**config.mk**
```make
export PLATFORM = sky130hd
export DESIGN_NAME = parallel_flash_program_erase_sequencer_flat
export DESIGN_NICKNAME = d
export VERILOG_FILES = /design/src/hdl/pfpes_pkg.sv /design/src/hdl/pfpes_ifs.sv /design/src/hdl/parallel_flash_program_erase_sequencer.sv /design/src/flat_wrapper.sv
export SDC_FILE = /design/constraint.sdc
export NUM_CORES = 1
export LEC_CHECK = 0
export BUFFER_PORTS_ARGS = -buffer_cell sky130_fd_sc_hd__buf_4
export CORE_MARGIN = 2
export CORE_UTILIZATION = 65
export CTS_CLUSTER_DIAMETER = 120
export DETAILED_ROUTE_END_ITERATION = 6
export GPL_ROUTABILITY_DRIVEN = 0
export PLACE_DENSITY_LB_ADDON = 0.05
export SLEW_MARGIN = 25
export SYNTH_ARGS = -nofsm -noshare
export SYNTH_HDL_FRONTEND = slang
export SYNTH_SLANG_ARGS = --single-unit
```
**constraint.sdc**
```tcl
create_clock -name clk -period 47.4 [get_ports clk]
set_clock_uncertainty 0.05 [all_clocks]
set_input_delay 9.48 -clock clk [delete_from_list [all_inputs] [get_ports clk]]
set_output_delay 9.48 -clock clk [all_outputs]
set_load 0.03 [all_outputs]
```
**src/hdl/pfpes_pkg.sv**
```systemverilog
package pfpes_pkg;

	// default byte offset width
	localparam int ADDR_BITS_DEF = 18;

	// field widths
	localparam int CMD_W      = 2;
	localparam int DATA_W     = 8;
	localparam int KIND_W     = 2;
	localparam int WAIT_W     = 16;
	localparam int STATUS_W   = 3;
	localparam int PTRIES_W   = 8;
	localparam int ETRIES_W   = 10;
	localparam int US_W       = 10;
	localparam int CFG_IDX_W  = 3;
	localparam int CFG_DATA_W = 16;

	// longest run of results for one item
	localparam int MAX_RESULTS = 6;
	localparam int CNT_W       = 3;

	// register reset values
	localparam logic [PTRIES_W-1:0] PROGRAM_TRIES_RST    = 8'd25;
	localparam logic [ETRIES_W-1:0] ERASE_TRIES_RST      = 10'd1000;
	localparam logic [US_W-1:0]     PROGRAM_PULSE_US_RST = 10'd10;
	localparam logic [US_W-1:0]     VERIFY_SETTLE_US_RST = 10'd6;
	localparam logic [WAIT_W-1:0]   ERASE_PULSE_US_RST   = 16'd10000;

	// flash command bytes
	localparam logic [DATA_W-1:0] FL_PROGRAM_SETUP  = 8'h40;
	localparam logic [DATA_W-1:0] FL_PROGRAM_VERIFY = 8'hc0;
	localparam logic [DATA_W-1:0] FL_ERASE          = 8'h20;
	localparam logic [DATA_W-1:0] FL_ERASE_VERIFY   = 8'ha0;
	localparam logic [DATA_W-1:0] FL_READ_RESET     = 8'h00;
	localparam logic [DATA_W-1:0] BYTE_ERASED       = 8'hff;
	localparam logic [DATA_W-1:0] BYTE_ZERO         = 8'h00;

	typedef enum logic [CMD_W-1:0] {
		CMD_PROGRAM  = 2'd0,
		CMD_ERASE    = 2'd1,
		CMD_READBACK = 2'd2
	} cmd_t;

	typedef enum logic [KIND_W-1:0] {
		KIND_WRITE  = 2'd0,
		KIND_READ   = 2'd1,
		KIND_WAIT   = 2'd2,
		KIND_STATUS = 2'd3
	} kind_t;

	typedef enum logic [STATUS_W-1:0] {
		ST_DONE         = 3'd0,
		ST_ACCEPTED     = 3'd1,
		ST_PROGRAM_FAIL = 3'd2,
		ST_ERASE_FAIL   = 3'd3,
		ST_UNEXPECTED   = 3'd4
	} status_t;

	typedef enum logic [CFG_IDX_W-1:0] {
		CFG_PROGRAM_TRIES    = 3'd0,
		CFG_ERASE_TRIES      = 3'd1,
		CFG_PROGRAM_PULSE_US = 3'd2,
		CFG_VERIFY_SETTLE_US = 3'd3,
		CFG_ERASE_PULSE_US   = 3'd4
	} cfg_idx_t;

endpackage

```
**src/hdl/pfpes_ifs.sv**
```systemverilog
// command channel
interface pfpes_req_if import pfpes_pkg::*; #(parameter int ADDR_BITS = ADDR_BITS_DEF) ();
	logic                 valid;
	logic                 ready;
	logic [CMD_W-1:0]     command;
	logic [ADDR_BITS-1:0] address;
	logic [DATA_W-1:0]    data;
	logic                 last;
	logic [ADDR_BITS:0]   erase_size;

	modport source (output valid, command, address, data, last, erase_size, input ready);
	modport sink   (input valid, command, address, data, last, erase_size, output ready);
endinterface

// result channel
interface pfpes_rsp_if import pfpes_pkg::*; #(parameter int ADDR_BITS = ADDR_BITS_DEF) ();
	logic                 valid;
	logic                 ready;
	logic [KIND_W-1:0]    kind;
	logic [ADDR_BITS-1:0] bus_address;
	logic [DATA_W-1:0]    bus_data;
	logic [WAIT_W-1:0]    wait_us;
	logic [STATUS_W-1:0]  status;
	logic                 run_end;

	modport source (output valid, kind, bus_address, bus_data, wait_us, status, run_end,
		input ready);
	modport sink   (input valid, kind, bus_address, bus_data, wait_us, status, run_end,
		output ready);
endinterface

// register write channel
interface pfpes_cfg_if import pfpes_pkg::*; ();
	logic                  valid;
	logic                  ready;
	logic [CFG_IDX_W-1:0]  index;
	logic [CFG_DATA_W-1:0] data;

	modport source (output valid, index, data, input ready);
	modport sink   (input valid, index, data, output ready);
endinterface

```
**src/hdl/parallel_flash_program_erase_sequencer.sv**
```systemverilog
// An accepted item is registered in the input register, then loads into the result shift
// register, whose head entry is offered; results leave one per cycle while rsp.ready holds.
// An item gives 1 to 6 results, and the shift register drains one entry per transfer.
// A new item is taken while the previous run drains; the next run loads as the last leaves.
// Reset (arst_n low, asynchronous) clears the sequencer state, empties both stages and
// restores the register defaults; no clearing pass is needed afterward.
module parallel_flash_program_erase_sequencer import pfpes_pkg::*; #(
	parameter int ADDR_BITS = ADDR_BITS_DEF
) (
	input  logic clk,
	input  logic arst_n,
	pfpes_req_if.sink   req,
	pfpes_rsp_if.source rsp,
	pfpes_cfg_if.sink   cfg
);

	typedef enum logic [2:0] {
		PH_IDLE,
		PH_BURST,
		PH_PROG_READ,
		PH_ZERO_READ,
		PH_ERASE_READ
	} phase_t;

	typedef enum logic [2:0] {
		RUN_STATUS,
		RUN_FINISH,
		RUN_PROG,
		RUN_CHECK,
		RUN_PULSE_FINISH,
		RUN_PULSE_CHECK
	} run_t;

	typedef struct packed {
		kind_t                kind;
		logic [ADDR_BITS-1:0] addr;
		logic [DATA_W-1:0]    data;
		logic [WAIT_W-1:0]    wait_us;
		status_t              status;
	} res_t;

	function automatic res_t mk(kind_t k, logic [ADDR_BITS-1:0] a, logic [DATA_W-1:0] d,
			logic [WAIT_W-1:0] w, status_t s);
		res_t r;
		r.kind    = k;
		r.addr    = a;
		r.data    = d;
		r.wait_us = w;
		r.status  = s;
		return r;
	endfunction

	localparam logic [ADDR_BITS-1:0] ADDR_ZERO = '0;
	localparam logic [ADDR_BITS:0]   CHIP_CAP  = {1'b1, {ADDR_BITS{1'b0}}};
	localparam logic [ADDR_BITS:0]   ONE_WIDE  = {{ADDR_BITS{1'b0}}, 1'b1};

	// configuration registers
	logic [PTRIES_W-1:0] ptries_cfg_q;
	logic [ETRIES_W-1:0] etries_cfg_q;
	logic [US_W-1:0]     ppulse_cfg_q;
	logic [US_W-1:0]     settle_cfg_q;
	logic [WAIT_W-1:0]   epulse_cfg_q;

	assign cfg.ready = 1'b1;

	always_ff @(posedge clk or negedge arst_n) begin
		if (!arst_n) begin
			ptries_cfg_q <= PROGRAM_TRIES_RST;
			etries_cfg_q <= ERASE_TRIES_RST;
			ppulse_cfg_q <= PROGRAM_PULSE_US_RST;
			settle_cfg_q <= VERIFY_SETTLE_US_RST;
			epulse_cfg_q <= ERASE_PULSE_US_RST;
		end else if (cfg.valid) begin
			case (cfg.index)
				CFG_PROGRAM_TRIES:    ptries_cfg_q <= cfg.data[PTRIES_W-1:0];
				CFG_ERASE_TRIES:      etries_cfg_q <= cfg.data[ETRIES_W-1:0];
				CFG_PROGRAM_PULSE_US: ppulse_cfg_q <= cfg.data[US_W-1:0];
				CFG_VERIFY_SETTLE_US: settle_cfg_q <= cfg.data[US_W-1:0];
				CFG_ERASE_PULSE_US:   epulse_cfg_q <= cfg.data[WAIT_W-1:0];
				default: ;
			endcase
		end
	end

	// input register
	logic                 v_s1;
	logic [CMD_W-1:0]     cmd_s1;
	logic [ADDR_BITS-1:0] addr_s1;
	logic [DATA_W-1:0]    data_s1;
	logic                 last_s1;
	logic [ADDR_BITS:0]   size_s1;
	logic                 load;
	logic                 run_free;

	logic [CNT_W-1:0] cnt_q;
	res_t             ent_q [MAX_RESULTS];
	logic             rsp_xfer;

	assign rsp_xfer  = rsp.valid & rsp.ready;
	assign run_free  = (cnt_q == '0) || (cnt_q == CNT_W'(1) && rsp_xfer);
	assign load      = v_s1 & run_free;
	assign req.ready = ~v_s1 | load;

	always_ff @(posedge clk or negedge arst_n) begin
		if (!arst_n) begin
			v_s1 <= 1'b0;
		end else if (req.ready) begin
			v_s1 <= req.valid;
		end
	end

	always_ff @(posedge clk) begin
		if (req.valid && req.ready) begin
			cmd_s1  <= req.command;
			addr_s1 <= req.address;
			data_s1 <= req.data;
			last_s1 <= req.last;
			size_s1 <= req.erase_size;
		end
	end

	// sequencer state
	phase_t               phase_q, phase_d;
	logic [ADDR_BITS-1:0] off_q, off_d;
	logic [DATA_W-1:0]    byte_q, byte_d;
	logic [PTRIES_W-1:0]  pleft_q, pleft_d;
	logic [ETRIES_W-1:0]  eleft_q, eleft_d;
	logic [ADDR_BITS:0]   chip_q, chip_d;
	logic                 bend_q, bend_d;

	// decode of one item against the state
	run_t                 run;
	logic [ADDR_BITS-1:0] r_addr;
	logic [DATA_W-1:0]    r_data;
	status_t              r_st;

	logic                 waiting;
	logic [ADDR_BITS:0]   off_inc;
	logic                 more_bytes;
	logic [PTRIES_W-1:0]  pleft_dec;
	logic [ETRIES_W-1:0]  eleft_dec;
	logic [PTRIES_W-1:0]  ptries_load;
	logic [ETRIES_W-1:0]  etries_load;
	logic [ADDR_BITS:0]   size_cap;

	assign waiting     = (phase_q == PH_PROG_READ) || (phase_q == PH_ZERO_READ) ||
		(phase_q == PH_ERASE_READ);
	assign off_inc     = {1'b0, off_q} + ONE_WIDE;
	assign more_bytes  = off_inc < chip_q;
	assign pleft_dec   = pleft_q - PTRIES_W'(1);
	assign eleft_dec   = eleft_q - ETRIES_W'(1);
	assign ptries_load = (ptries_cfg_q != '0) ? ptries_cfg_q : PTRIES_W'(1);
	assign etries_load = (etries_cfg_q != '0) ? etries_cfg_q : ETRIES_W'(1);
	assign size_cap    = size_s1[ADDR_BITS] ? CHIP_CAP : size_s1;

	always_comb begin
		phase_d = phase_q;
		off_d   = off_q;
		byte_d  = byte_q;
		pleft_d = pleft_q;
		eleft_d = eleft_q;
		chip_d  = chip_q;
		bend_d  = bend_q;
		run     = RUN_STATUS;
		r_addr  = ADDR_ZERO;
		r_data  = BYTE_ZERO;
		r_st    = ST_UNEXPECTED;

		if (cmd_s1 == CMD_PROGRAM && !waiting) begin
			// start programming one byte, skip an erased value
			off_d  = addr_s1;
			bend_d = last_s1;
			if (data_s1 == BYTE_ERASED) begin
				if (last_s1) begin
					run     = RUN_FINISH;
					r_st    = ST_DONE;
					phase_d = PH_IDLE;
				end else begin
					run     = RUN_STATUS;
					r_addr  = addr_s1;
					r_st    = ST_ACCEPTED;
					phase_d = PH_BURST;
				end
			end else begin
				byte_d  = data_s1;
				pleft_d = ptries_load;
				run     = RUN_PROG;
				r_addr  = addr_s1;
				r_data  = data_s1;
				phase_d = PH_PROG_READ;
			end
		end else if (cmd_s1 == CMD_ERASE && phase_q == PH_IDLE) begin
			// erase starts by zeroing the first byte; a zero size gets one erase pulse and finishes
			chip_d = size_cap;
			off_d  = ADDR_ZERO;
			byte_d = BYTE_ZERO;
			if (size_cap == '0) begin
				eleft_d = etries_load;
				run     = RUN_PULSE_FINISH;
				r_st    = ST_DONE;
				phase_d = PH_IDLE;
			end else begin
				pleft_d = ptries_load;
				run     = RUN_PROG;
				phase_d = PH_ZERO_READ;
			end
		end else if (cmd_s1 == CMD_READBACK && phase_q == PH_PROG_READ) begin
			// verify a programmed byte
			if (data_s1 == byte_q) begin
				if (bend_q) begin
					run     = RUN_FINISH;
					r_st    = ST_DONE;
					phase_d = PH_IDLE;
				end else begin
					run     = RUN_STATUS;
					r_addr  = off_q;
					r_st    = ST_ACCEPTED;
					phase_d = PH_BURST;
				end
			end else begin
				pleft_d = pleft_dec;
				if (pleft_dec != '0) begin
					run    = RUN_PROG;
					r_addr = off_q;
					r_data = byte_q;
				end else begin
					run     = RUN_FINISH;
					r_addr  = off_q;
					r_st    = ST_PROGRAM_FAIL;
					phase_d = PH_IDLE;
				end
			end
		end else if (cmd_s1 == CMD_READBACK && phase_q == PH_ZERO_READ) begin
			// verify a zeroed byte, then move on, retry, fail or start erase pulses
			if (data_s1 == BYTE_ZERO) begin
				if (more_bytes) begin
					off_d   = off_inc[ADDR_BITS-1:0];
					pleft_d = ptries_load;
					run     = RUN_PROG;
					r_addr  = off_inc[ADDR_BITS-1:0];
				end else begin
					off_d   = ADDR_ZERO;
					eleft_d = etries_load;
					run     = RUN_PULSE_CHECK;
					phase_d = PH_ERASE_READ;
				end
			end else begin
				pleft_d = pleft_dec;
				if (pleft_dec != '0) begin
					run    = RUN_PROG;
					r_addr = off_q;
				end else begin
					run     = RUN_FINISH;
					r_addr  = off_q;
					r_st    = ST_PROGRAM_FAIL;
					phase_d = PH_IDLE;
				end
			end
		end else if (cmd_s1 == CMD_READBACK && phase_q == PH_ERASE_READ) begin
			// erase verify, resume at the failing byte after a new pulse, or fail when tries run out
			if (data_s1 == BYTE_ERASED) begin
				if (more_bytes) begin
					off_d  = off_inc[ADDR_BITS-1:0];
					run    = RUN_CHECK;
					r_addr = off_inc[ADDR_BITS-1:0];
				end else begin
					run     = RUN_FINISH;
					r_st    = ST_DONE;
					phase_d = PH_IDLE;
				end
			end else begin
				eleft_d = eleft_dec;
				if (eleft_dec != '0) begin
					run    = RUN_PULSE_CHECK;
					r_addr = off_q;
				end else begin
					run     = RUN_FINISH;
					r_addr  = off_q;
					r_st    = ST_ERASE_FAIL;
					phase_d = PH_IDLE;
				end
			end
		end
	end

	// expand the run into result entries
	res_t             ent_d [MAX_RESULTS];
	logic [CNT_W-1:0] cnt_d;

	always_comb begin
		for (int i = 0; i < MAX_RESULTS; i++) begin
			ent_d[i] = '0;
		end
		cnt_d = CNT_W'(1);
		unique case (run)
			RUN_STATUS: begin
				ent_d[0] = mk(KIND_STATUS, r_addr, BYTE_ZERO, '0, r_st);
				cnt_d    = CNT_W'(1);
			end
			RUN_FINISH: begin
				ent_d[0] = mk(KIND_WRITE, ADDR_ZERO, FL_READ_RESET, '0, ST_DONE);
				ent_d[1] = mk(KIND_STATUS, r_addr, BYTE_ZERO, '0, r_st);
				cnt_d    = CNT_W'(2);
			end
			RUN_PROG: begin
				ent_d[0] = mk(KIND_WRITE, ADDR_ZERO, FL_PROGRAM_SETUP, '0, ST_DONE);
				ent_d[1] = mk(KIND_WRITE, r_addr, r_data, '0, ST_DONE);
				ent_d[2] = mk(KIND_WAIT, ADDR_ZERO, BYTE_ZERO, WAIT_W'(ppulse_cfg_q), ST_DONE);
				ent_d[3] = mk(KIND_WRITE, ADDR_ZERO, FL_PROGRAM_VERIFY, '0, ST_DONE);
				ent_d[4] = mk(KIND_WAIT, ADDR_ZERO, BYTE_ZERO, WAIT_W'(settle_cfg_q), ST_DONE);
				ent_d[5] = mk(KIND_READ, ADDR_ZERO, BYTE_ZERO, '0, ST_DONE);
				cnt_d    = CNT_W'(6);
			end
			RUN_CHECK: begin
				ent_d[0] = mk(KIND_WRITE, r_addr, FL_ERASE_VERIFY, '0, ST_DONE);
				ent_d[1] = mk(KIND_WAIT, ADDR_ZERO, BYTE_ZERO, WAIT_W'(settle_cfg_q), ST_DONE);
				ent_d[2] = mk(KIND_READ, ADDR_ZERO, BYTE_ZERO, '0, ST_DONE);
				cnt_d    = CNT_W'(3);
			end
			RUN_PULSE_FINISH: begin
				ent_d[0] = mk(KIND_WRITE, ADDR_ZERO, FL_ERASE, '0, ST_DONE);
				ent_d[1] = mk(KIND_WRITE, ADDR_ZERO, FL_ERASE, '0, ST_DONE);
				ent_d[2] = mk(KIND_WAIT, ADDR_ZERO, BYTE_ZERO, epulse_cfg_q, ST_DONE);
				ent_d[3] = mk(KIND_WRITE, ADDR_ZERO, FL_READ_RESET, '0, ST_DONE);
				ent_d[4] = mk(KIND_STATUS, ADDR_ZERO, BYTE_ZERO, '0, r_st);
				cnt_d    = CNT_W'(5);
			end
			RUN_PULSE_CHECK: begin
				ent_d[0] = mk(KIND_WRITE, ADDR_ZERO, FL_ERASE, '0, ST_DONE);
				ent_d[1] = mk(KIND_WRITE, ADDR_ZERO, FL_ERASE, '0, ST_DONE);
				ent_d[2] = mk(KIND_WAIT, ADDR_ZERO, BYTE_ZERO, epulse_cfg_q, ST_DONE);
				ent_d[3] = mk(KIND_WRITE, r_addr, FL_ERASE_VERIFY, '0, ST_DONE);
				ent_d[4] = mk(KIND_WAIT, ADDR_ZERO, BYTE_ZERO, WAIT_W'(settle_cfg_q), ST_DONE);
				ent_d[5] = mk(KIND_READ, ADDR_ZERO, BYTE_ZERO, '0, ST_DONE);
				cnt_d    = CNT_W'(6);
			end
			default: ;
		endcase
	end

	// state update as an item moves into the result register
	always_ff @(posedge clk or negedge arst_n) begin
		if (!arst_n) begin
			phase_q <= PH_IDLE;
			off_q   <= '0;
			byte_q  <= '0;
			pleft_q <= '0;
			eleft_q <= '0;
			chip_q  <= '0;
			bend_q  <= 1'b0;
		end else if (load) begin
			phase_q <= phase_d;
			off_q   <= off_d;
			byte_q  <= byte_d;
			pleft_q <= pleft_d;
			eleft_q <= eleft_d;
			chip_q  <= chip_d;
			bend_q  <= bend_d;
		end
	end

	// result count
	always_ff @(posedge clk or negedge arst_n) begin
		if (!arst_n) begin
			cnt_q <= '0;
		end else if (load) begin
			cnt_q <= cnt_d;
		end else if (rsp_xfer) begin
			cnt_q <= cnt_q - CNT_W'(1);
		end
	end

	// result shift register, head entry is offered
	always_ff @(posedge clk) begin
		if (load) begin
			for (int i = 0; i < MAX_RESULTS; i++) begin
				ent_q[i] <= ent_d[i];
			end
		end else if (rsp_xfer) begin
			for (int i = 0; i < MAX_RESULTS - 1; i++) begin
				ent_q[i] <= ent_q[i+1];
			end
			ent_q[MAX_RESULTS-1] <= '0;
		end
	end

	assign rsp.valid       = cnt_q != '0;
	assign rsp.kind        = ent_q[0].kind;
	assign rsp.bus_address = ent_q[0].addr;
	assign rsp.bus_data    = ent_q[0].data;
	assign rsp.wait_us     = ent_q[0].wait_us;
	assign rsp.status      = ent_q[0].status;
	assign rsp.run_end     = cnt_q == CNT_W'(1);

endmodule

```
**src/flat_wrapper.sv**
```systemverilog
// flat-port wrapper written by rule: the top's interface ports become plain ports
module parallel_flash_program_erase_sequencer_flat import pfpes_pkg::*;
#(
	parameter int ADDR_BITS = ADDR_BITS_DEF
)
  (clk, arst_n, req_valid, req_command, req_address, req_data, req_last, req_erase_size, req_ready, rsp_valid, rsp_kind, rsp_bus_address, rsp_bus_data, rsp_wait_us, rsp_status, rsp_run_end, rsp_ready, cfg_valid, cfg_index, cfg_data, cfg_ready);
  pfpes_req_if #(.ADDR_BITS(ADDR_BITS)) req_i ();
  pfpes_rsp_if #(.ADDR_BITS(ADDR_BITS)) rsp_i ();
  pfpes_cfg_if cfg_i ();
  input  logic clk;
  input  logic arst_n;
  input wire logic [$bits(req_i.valid)-1:0] req_valid;
  input wire logic [$bits(req_i.command)-1:0] req_command;
  input wire logic [$bits(req_i.address)-1:0] req_address;
  input wire logic [$bits(req_i.data)-1:0] req_data;
  input wire logic [$bits(req_i.last)-1:0] req_last;
  input wire logic [$bits(req_i.erase_size)-1:0] req_erase_size;
  output wire logic [$bits(req_i.ready)-1:0] req_ready;
  output wire logic [$bits(rsp_i.valid)-1:0] rsp_valid;
  output wire logic [$bits(rsp_i.kind)-1:0] rsp_kind;
  output wire logic [$bits(rsp_i.bus_address)-1:0] rsp_bus_address;
  output wire logic [$bits(rsp_i.bus_data)-1:0] rsp_bus_data;
  output wire logic [$bits(rsp_i.wait_us)-1:0] rsp_wait_us;
  output wire logic [$bits(rsp_i.status)-1:0] rsp_status;
  output wire logic [$bits(rsp_i.run_end)-1:0] rsp_run_end;
  input wire logic [$bits(rsp_i.ready)-1:0] rsp_ready;
  input wire logic [$bits(cfg_i.valid)-1:0] cfg_valid;
  input wire logic [$bits(cfg_i.index)-1:0] cfg_index;
  input wire logic [$bits(cfg_i.data)-1:0] cfg_data;
  output wire logic [$bits(cfg_i.ready)-1:0] cfg_ready;
  assign req_i.valid = req_valid;
  assign req_i.command = req_command;
  assign req_i.address = req_address;
  assign req_i.data = req_data;
  assign req_i.last = req_last;
  assign req_i.erase_size = req_erase_size;
  assign req_ready = req_i.ready;
  assign rsp_valid = rsp_i.valid;
  assign rsp_kind = rsp_i.kind;
  assign rsp_bus_address = rsp_i.bus_address;
  assign rsp_bus_data = rsp_i.bus_data;
  assign rsp_wait_us = rsp_i.wait_us;
  assign rsp_status = rsp_i.status;
  assign rsp_run_end = rsp_i.run_end;
  assign rsp_i.ready = rsp_ready;
  assign cfg_i.valid = cfg_valid;
  assign cfg_i.index = cfg_index;
  assign cfg_i.data = cfg_data;
  assign cfg_ready = cfg_i.ready;
  parallel_flash_program_erase_sequencer #(.ADDR_BITS(ADDR_BITS)) u_core (.clk(clk), .arst_n(arst_n), .req(req_i), .rsp(rsp_i), .cfg(cfg_i));
endmodule
```
Word-level counts from Yosys, hierarchy flattened
Memory sizes are Yosys's and may differ from the RTL's.
Cells that the tools add are included.
- bits in writable memories: 282
- output and inout bits: 51
- memories: 1
- word-level logic and storage cells: 223
- bits in latches: 0
- memory bits (read-only): 0
- flip-flop bits (word level): 173
- input port bits: 72
- shift-type cells: 0
- muxes and demuxes: 112
- bitwise operators: 11
- multipliers: 0
- add/subtract/negate cells: 4
- eq/ne operators: 30
- order comparisons: 1
- reduce and logical (&&, ||, !) cells: 45
- div/mod/pow operators: 0
- memories (memory ; depth ; width ; rd ports ; clocked after memory_dff ; write ports ; RTL line ; source):
    u_core.ent_q ; 6 ; 47 ; 6 ; 0 ; 6 ; parallel_flash_program_erase_sequencer.sv:96 ; res_t ent_q [MAX_RESULTS];
- operators by type and width (operator ; count):
    47-bit case mux with 4 select lines ; 2
    18-bit 2-to-1 mux ; 19
    47-bit 2-to-1 mux ; 6
    92-bit case mux with 3 select lines ; 1
    8-bit 2-to-1 mux ; 19
    47-bit case mux with 3 select lines ; 1
    3-bit 2-to-1 mux ; 38
    10-bit 2-to-1 mux ; 9
    46-bit 2-to-1 mux ; 1
    10-bit nonzero test ; 2
    18-bit by 1-bit adder with 19-bit output (second input constant) ; 1
    19-bit logical NOT ; 1
    19-bit less-than comparator ; 1
    19-bit 2-to-1 mux ; 1
    3-bit by 2-bit == test with 1-bit output (second input constant) ; 6
    4-bit nonzero test ; 4
    8-bit nonzero test ; 2
    3-bit == test (second input constant) ; 4
    3-bit logical NOT ; 4
    6-bit inequality test (second input constant) ; 2
    3-bit case mux with 4 select lines ; 1
    2-bit AND reduction ; 6
    2-bit 2-to-1 mux ; 5
    5-bit AND reduction ; 2
    32 further kinds ; 65

Longest topological paths before layout
Gate-level depths: netlist of the first run.
- word-level depth: 13
- mapped depth: 18
- depth with buffers taken out: 15

Worst setup path before layout of the first run
Ideal clock, no wire load.
- path kind: input port to output port
- start point: input rsp_ready
- end point: output req_ready
- data arrival time: 9.847 ns
- stages: 2
- data required time: 37.870 ns
- path buffers: 0
- slack: 28.023 ns
- cells stage by stage: nand2_1 nand3_1
- word-level cells in the longest chain between the ends: 5
- RTL lines (item ; RTL line ; source):
    start, declared ; flat_wrapper.sv:26 ; input wire logic [$bits(rsp_i.ready)-1:0] rsp_ready;
    1-bit bitwise AND ; parallel_flash_program_erase_sequencer.sv:99 ; assign rsp_xfer = rsp.valid & rsp.ready;
    1-bit logical AND ; parallel_flash_program_erase_sequencer.sv:100 ; assign run_free = (cnt_q == '0) || (cnt_q == CNT_W'(1) && rsp_xfer);
    1-bit logical OR ; parallel_flash_program_erase_sequencer.sv:100 ;
    1-bit bitwise AND ; parallel_flash_program_erase_sequencer.sv:101 ; assign load = v_s1 & run_free;
    1-bit bitwise OR ; parallel_flash_program_erase_sequencer.sv:102 ; assign req.ready = ~v_s1 | load;
    end, declared ; flat_wrapper.sv:18 ; output wire logic [$bits(req_i.ready)-1:0] req_ready;
No other way between the ends.

Final worst setup path of the first run
Same ends and word-level chain as after synthesis.

==> out/results.ini, run 1 <==
[placement]
pre_cts_ws_ps=27830
dp.cells=1807
numPortBuffers=121
dp_hpwl_mm=24.5

[clocking]
ctsHoldBuffers=0
cts_buffers=37
cts_tree=done
clk_latency_ps=520
htree_levels=2
post_cts_resized=0
cts_buffer_depth=3
clock_sinks=361
cts-root-buf=clkbuf_16
post_cts_buffers=0
clkTransAtPathRegs_ps=60

[floorplanning]
die_area_um2=27500
die_y_um=166
die_x_um=166
ios=123
start_util_pct=65.7
rows=59
core-area_um2=25900

[timing]
tns_ps=0
setup-violations-final=0
fin_ws_ps=27830
finalHoldViolCount=0
min_period_ps=19570
maxClockFrequency_mhz=51.1
max_slew_margin_pct=37.5
tightestPinTransition_ps=937
rsz0062_at_grt=false
finalCritPeriodShare_pct=41.3
drv_slew=0

[worst_setup_path]
crit_chain=buf_4 -> nand2_1 -> nand3_1 -> buf_4
cp_max_fo=3
rrSetupSlack_ps=41320
cp.depth=4
startpoint_type=input port
crit_type=in2out
reg2reg_from=u_core.off_q[0]$_DFFE_PN0P_
worstPathRequired_ps=37870
cpPeakStageDelay_ps=200
endpoint_kind=output pin
r2r-end=u_core.ent_q[0][191]$_SDFFCE_PP0P_
crit_slowest_cell=buf_4
cp_common_cell=buf_4
crit_buf_inv=2
worstPathArrival_ps=10040
reg2reg_depth=14
path_delay_family=buffers and inverters

[min_path]
hp-class=reg2reg
hp-start=u_core.chip_q[13]$_DFFE_PN0P_
whs_endpoint=u_core.chip_q[13]$_DFFE_PN0P_
hold_depth=2

[power]
powerDensity_nw_per_um2=61.3
ir_drop_v=0.0000577
p_leak_nw=7.48
power_w=0.00117

[detailed_routing]
drt_iter0_drc=1371
vias_per_cell=6.18
drcViolationCount=0
firstDrtPassIters=7
drt-total-wl_mm=35.8
post_drt_wl_per_cell_um=19.1
num_vias=11600
final_antenna_net_count=0

[run]
max_cap_violations=0

[global_route]
grt_pass1_vias=10900
grt_use_total_pct=26.2
grt_max_degree=91
grt_pass1_wl_mm=58.0
grt_overflow=0
antenna_found_initial=0

[yosys]
synth_edf_count=236
synth_most_common_cell=edfxtp_1
synth_top_area_share_pct=41.6
synth_area_um2=17000
syn_inst=1449
synthTopCellsByArea=edfxtp_1 42%, dfrtp_1 16%, mux2_2 3.6%
ys.flop_type=edfxtp_1
syn_area_per_cell_um2=11.8
synth.distinct_cells=82
synthArstFlopShare_pct=34.6
yosysWarnings=0
yosysTopAreaCell=edfxtp_1
ys_ff_latch=361
synth_common_cells=236 x edfxtp_1, 151 x nand2_1, 107 x dfrtp_1
ys_seq_area_share_pct=60.1

[finish]
fill_cells=1773
fin_nets=1610
final_cell_count_no_fill=1873
area_delta_synth_final_pct=12.2
drive_above_1_share_pct=18.8
diodes=0

[outcome]
run_status=completed

[final cells by class]
class | instances | area [um2] | share of cell area, %
inverter | 36 | 135 | 0.707
tap | 335 | 419 | 2.19
clock buffer | 54 | 1070 | 5.61
clock inverter | 11 | 88.8 | 0.465
sequential | 361 | 10200 | 53.6
timing repair buffer | 136 | 1060 | 5.57
multi-input combinational | 940 | 6080 | 31.9
[metrics by stage]
step	hold slack, ps	util (%)	area (um2)
6_report	429	73.7	19100
5_1_grt	452	73.7	19100
4_1_cts	436	73.6	19100
3_5_place_dp	423	69.1	17900
3_3_place_gp	414	68.9	17900
2_1_floorplan	400	-	17000
[logic make-up (layout without fill, tap and decap cells)]
family / after synthesis / in the layout / share of synthesized area (%)
XOR/XNOR: 26 / 26 / 1.34
AO/OA/AOI/OAI: 348 / 348 / 13.9
AND/OR/NAND/NOR: 477 / 477 / 14.3
adder cells (fa/ha/maj): 26 / 26 / 1.91
buffers and inverters: 150 / 237 / 4.47
other: 2 / 4 / 0.0441
flip-flops: 361 / 361 / 60.1
multiplexers: 59 / 59 / 3.91
[state kept, by name, indices dropped and copies added, names as in the netlist, 3 cells and up]
register and cells:
u_core.ent_q 188, u_core.chip_q 19, u_core.size_s1 19, u_core.addr_s1 18
u_core.off_q 18, u_core.epulse_cfg_q 16, u_core.eleft_q 10, u_core.etries_cfg_q 10
u_core.ppulse_cfg_q 10, u_core.settle_cfg_q 10, u_core.byte_q 8, u_core.data_s1 8
u_core.pleft_q 8, u_core.ptries_cfg_q 8, u_core.cnt_q 3, u_core.phase_q 3
[report_power, final]
part           switching (W)  internal [W]  total [W]
clock network       0.000114      0.000162   0.000277
logic               0.000241      0.000128   0.000368
registers          0.0000565      0.000469   0.000525
[layer usage]
layer	wire length [um]	part of all wire, %	up-vias	global-route usage [%]
li1	-	-	5398	-
met1	15700	44	5577	39.9
met2	16300	45	536	39.9
met3	3110	8.7	65	4.50
met4	722	2.0	0	6.58
met5	0	0	-	0
[worst register-to-register path: stages (launching register included)]
cell and delay (ps):
dfrtp_1 510, ha_1 320, nand3_1 230, nor4b_4 550, nand2_1 270, xnor2_1 340
ha_1 300, a211oi_1 200, o22ai_1 120, nor2_1 610, and3_1 600, o221ai_4 380
nand4_1 670, nand2_1 400, and2_1 290
[worst max path at each step]
| stage | slack [ps] | from | end |
|---|---|---|---|
| 2_1_floorplan | 28020 | rsp_ready | req_ready |
| 3_3_place_gp | 27890 | rsp_ready | req_ready |
| 3_5_place_dp | 27830 | rsp_ready | req_ready |
| 4_1_cts | 27830 | rsp_ready | req_ready |
| 5_1_grt | 27780 | rsp_ready | req_ready |
| 6_report | 27830 | rsp_ready | req_ready |
[cells in the final DEF, fill, tap and decap left out, types with 16 or more instances in the layout]
| cell type | synthesis | routed |
|---|---|---|
| clkbuf_16 | 0 | 39 |
| a22o_1 | 34 | 34 |
| edfxtp_1 | 236 | 236 |
| nand3_1 | 21 | 21 |
| mux2_2 | 55 | 55 |
| buf_4 | 50 | 133 |
| nor2_1 | 91 | 91 |
| dfrtp_1 | 107 | 107 |
| nand2b_1 | 27 | 27 |
| dfstp_2 | 18 | 18 |
| nand2_1 | 151 | 150 |
| ha_1 | 26 | 26 |
| inv_1 | 36 | 36 |
| o21ai_0 | 103 | 100 |
| a22oi_1 | 27 | 27 |
| o31ai_1 | 17 | 17 |
| a21oi_1 | 64 | 63 |
| xor2_1 | 16 | 16 |
| and2_1 | 97 | 96 |
Note: power is estimated with default switching activity, not from simulation.
==> inputs of run 2 (changes only) <==
--- a/config.mk
+++ b/config.mk
@@ -7,7 +7,7 @@
 export LEC_CHECK = 0
 export BUFFER_PORTS_ARGS = -buffer_cell sky130_fd_sc_hd__buf_4
 export CORE_MARGIN = 2
-export CORE_UTILIZATION = 65
+export CORE_UTILIZATION = 55
 export CTS_CLUSTER_DIAMETER = 120
 export DETAILED_ROUTE_END_ITERATION = 6
 export GPL_ROUTABILITY_DRIVEN = 0
==> constraint.sdc (replaced) <==
create_clock -name clk -period 15.7 [get_ports clk]
set_clock_uncertainty 0.05 [all_clocks]
set_input_delay 3.14 -clock clk [delete_from_list [all_inputs] [get_ports clk]]
set_output_delay 3.14 -clock clk [all_outputs]
set_load 0.03 [all_outputs]
==> run 2 against run 1 <==
  * Sequential cell count unchanged
  * Global-route usage down 3.5 points
  * Worst hold slack worse by 5.4 ps
  * Sequential power rose to 3.0 times the previous value
  * Total power rose to 3.0 times the previous value
  * Combinational power rose to 3.0 times the previous value
  * First-iteration DRC count down 12%
  * Largest cell class unchanged
==> out/results.ini, run 2 (same netlist as run 1, synthesis figures left out) <==
[power]
p_seq_share_pct=44.4  ; was 44.9%
p_leak_nw=7.49  ; was 7.48 nW
power.share.clock_pct=24.6  ; was 23.6%
p_int_w=0.00231  ; was 0.000759 W
ir_drop_v=0.000162  ; was 0.0000577 V
powerDensity_nw_per_um2=186  ; was 61.3 nW/um2
switchingPower_w=0.00125  ; was 0.000412 W
switching_share_pct=35.2  ; about the same
pwr-share-comb_pct=30.9  ; was 31.5%

[clocking]
post_cts_resized=0  ; unchanged
cts_tree=done  ; unchanged
clk_latency_ps=530  ; was 520 ps
ctsHoldBuffers=0  ; unchanged
cts_buffers=39  ; was 37
post_cts_buffers=0  ; unchanged
cts-root-buf=clkbuf_16  ; unchanged
cts_buffer_depth=3  ; unchanged
clock_sinks=361  ; unchanged
clkTransAtPathRegs_ps=60  ; about the same
htree_levels=2  ; unchanged

[timing]
drv_slew=0  ; unchanged
maxClockFrequency_mhz=146
finalCritPeriodShare_pct=43.7
min_period_ps=6850
hold_slack_ps=423  ; was 429 ps
max_slew_margin_pct=24.4  ; was 37.5%
setup-violations-final=0  ; unchanged
rsz0062_at_grt=false  ; unchanged
tightestPinTransition_ps=1130  ; was 937 ps
finalHoldViolCount=0  ; unchanged
tns_ps=0  ; unchanged

[finish]
area_delta_synth_final_pct=12.7  ; was 12.2%
reg.largest.list=u_core.ent_q x188, u_core.chip_q x19, u_core.size_s1 x19  ; unchanged
largest_reg_flops=188  ; unchanged
regMostFlops=u_core.ent_q  ; unchanged
final_common_cell=edfxtp_1  ; unchanged
final_cell_mix=236 x edfxtp_1, 150 x nand2_1, 133 x buf_4, 107 x dfrtp_1, 99 x o21ai_0  ; was 236 x edfxtp_1, 150 x nand2_1, 133 x buf_4, 107 x dfrtp_1, 100 x o21ai_0
diodes=0  ; unchanged
fin_nets=1610  ; unchanged
drive_above_1_share_pct=18.7  ; was 18.8%

[floorplanning]
die_y_um=180  ; was 166 um
rows=64  ; was 59
die_area_um2=32400  ; was 27500 um2
core-area_um2=30500  ; was 25900 um2
die_x_um=180  ; was 166 um
ios=123  ; unchanged
start_util_pct=55.8  ; was 65.7%

[worst_setup_path]
cp_max_fo=3  ; unchanged
crit_type=in2out  ; unchanged
crit_slowest_cell=buf_4  ; unchanged
startpoint_type=input port  ; unchanged
endpoint_kind=output pin  ; unchanged
cpPeakStageDelay_ps=200  ; about the same
worstPathRequired_ps=12510  ; was 37870 ps
cp_common_cell=buf_4  ; unchanged
crit_chain=buf_4 -> nand2_1 -> nand3_1 -> buf_4  ; unchanged
worstPathArrival_ps=3660  ; was 10040 ps

[global_route]
antenna_found_initial=0  ; unchanged
grt_max_degree=192  ; was 91
grt_pass1_wl_mm=59.0  ; was 58.0 mm
grt_use_total_pct=22.7  ; was 26.2%
grt_overflow=0  ; unchanged
grt_pass1_vias=10700  ; was 10900

[outcome]
run_status=completed  ; unchanged

[detailed_routing]
firstDrtPassIters=5  ; was 7
drt_iter0_drc=1202  ; was 1371
drt-total-wl_mm=36.4  ; was 35.8 mm
post_drt_wl_per_cell_um=18.8  ; was 19.1 um
num_vias=11300  ; was 11600
drcViolationCount=0  ; unchanged
vias_per_cell=5.84  ; was 6.18
final_antenna_net_count=0  ; unchanged

[placement]
dp_hpwl_mm=24.7  ; was 24.5 mm
numPortBuffers=121  ; unchanged

[run]
max_cap_violations=0  ; unchanged

[min_path]
hp-class=reg2reg  ; unchanged

==> run 2: changes by cell type in the layout (fill, tap and decap cells not counted), moves of 2 or more <==
cell / before / now
clkbuf_1: 11 / 13
inv_6: 0 / 2
clkbuf_8: 4 / 2
buf_16: 2 / 0
clkinv_1: 4 / 7
==> run 2: per-stage QoR <==
| step | area [um2] | cells | power, W | util, % | setup slack (ps) |
|---|---|---|---|---|---|
| after CTS | 19200 | 1939 | 0.00358 | 62.9 | 8850 |
| after floorplan | 17000 | 1451 | 0.00250 | - | 151 |
| after global placement | 18000 | 1867 | 0.00267 | 58.8 | 8870 |
| after detailed placement | 18000 | 1867 | 0.00270 | 58.9 | 8850 |
| after global routing | 19200 | 1939 | 0.00378 | 62.9 | 8810 |
| final | 19200 | 1939 | 0.00357 | 62.9 | 8850 |
==> run 2: final cells by class <==
class                      count  area [um2]
tap                          396         495
inverter                      36         135
fill                        2437       11300
sequential                   361       10200
timing repair buffer         134        1020
clock buffer                  55        1080
multi-input combinational    940        6080
clock inverter                17         149
==> run 2: power by group through the flow <==
stage	Sequential (W)	Combinational [W]	Clock [W]
after floorplan	0.00161	0.000883	0
after global placement	0.00159	0.00108	0
after detailed placement	0.00160	0.00110	0
after CTS	0.00158	0.00110	0.000898
after global routing	0.00162	0.00122	0.000940
final	0.00158	0.00110	0.000879
==> run 2: layer usage <==
metal,up-vias,global-route usage [%],share of wire (%)
li1,5399,-,-
met1,5487,34.6,46
met2,393,33.7,45
met3,51,4.11,7.3
met4,0,5.89,1.9
met5,-,0,0
==> run 2: worst paths after layout <==
check	startpoint	endpoint	slack, ps	cells after the start
max in group asynchronous	arst_n	u_core.v_s1$_DFFE_PN0N_	11560	2
worst max-delay path	rsp_ready	req_ready	8850	4
worst min register to register	u_core.chip_q[8]$_DFFE_PN0P_	u_core.chip_q[8]$_DFFE_PN0P_	420	2
worst max register to register	u_core.off_q[1]$_DFFE_PN0P_	u_core.ent_q[0][195]$_SDFFCE_PP0P_	9640	14
worst min-delay path	u_core.chip_q[8]$_DFFE_PN0P_	u_core.chip_q[8]$_DFFE_PN0P_	420	2
min in group asynchronous	arst_n	u_core.ptries_cfg_q[2]$_DFFE_PN0P_	2660	1
==> run 2: critical path, delay by kind of cell <==
kind                   cells  cell delay, ps
and+or+nand+nor            2             200
buffers and inverters      2             320
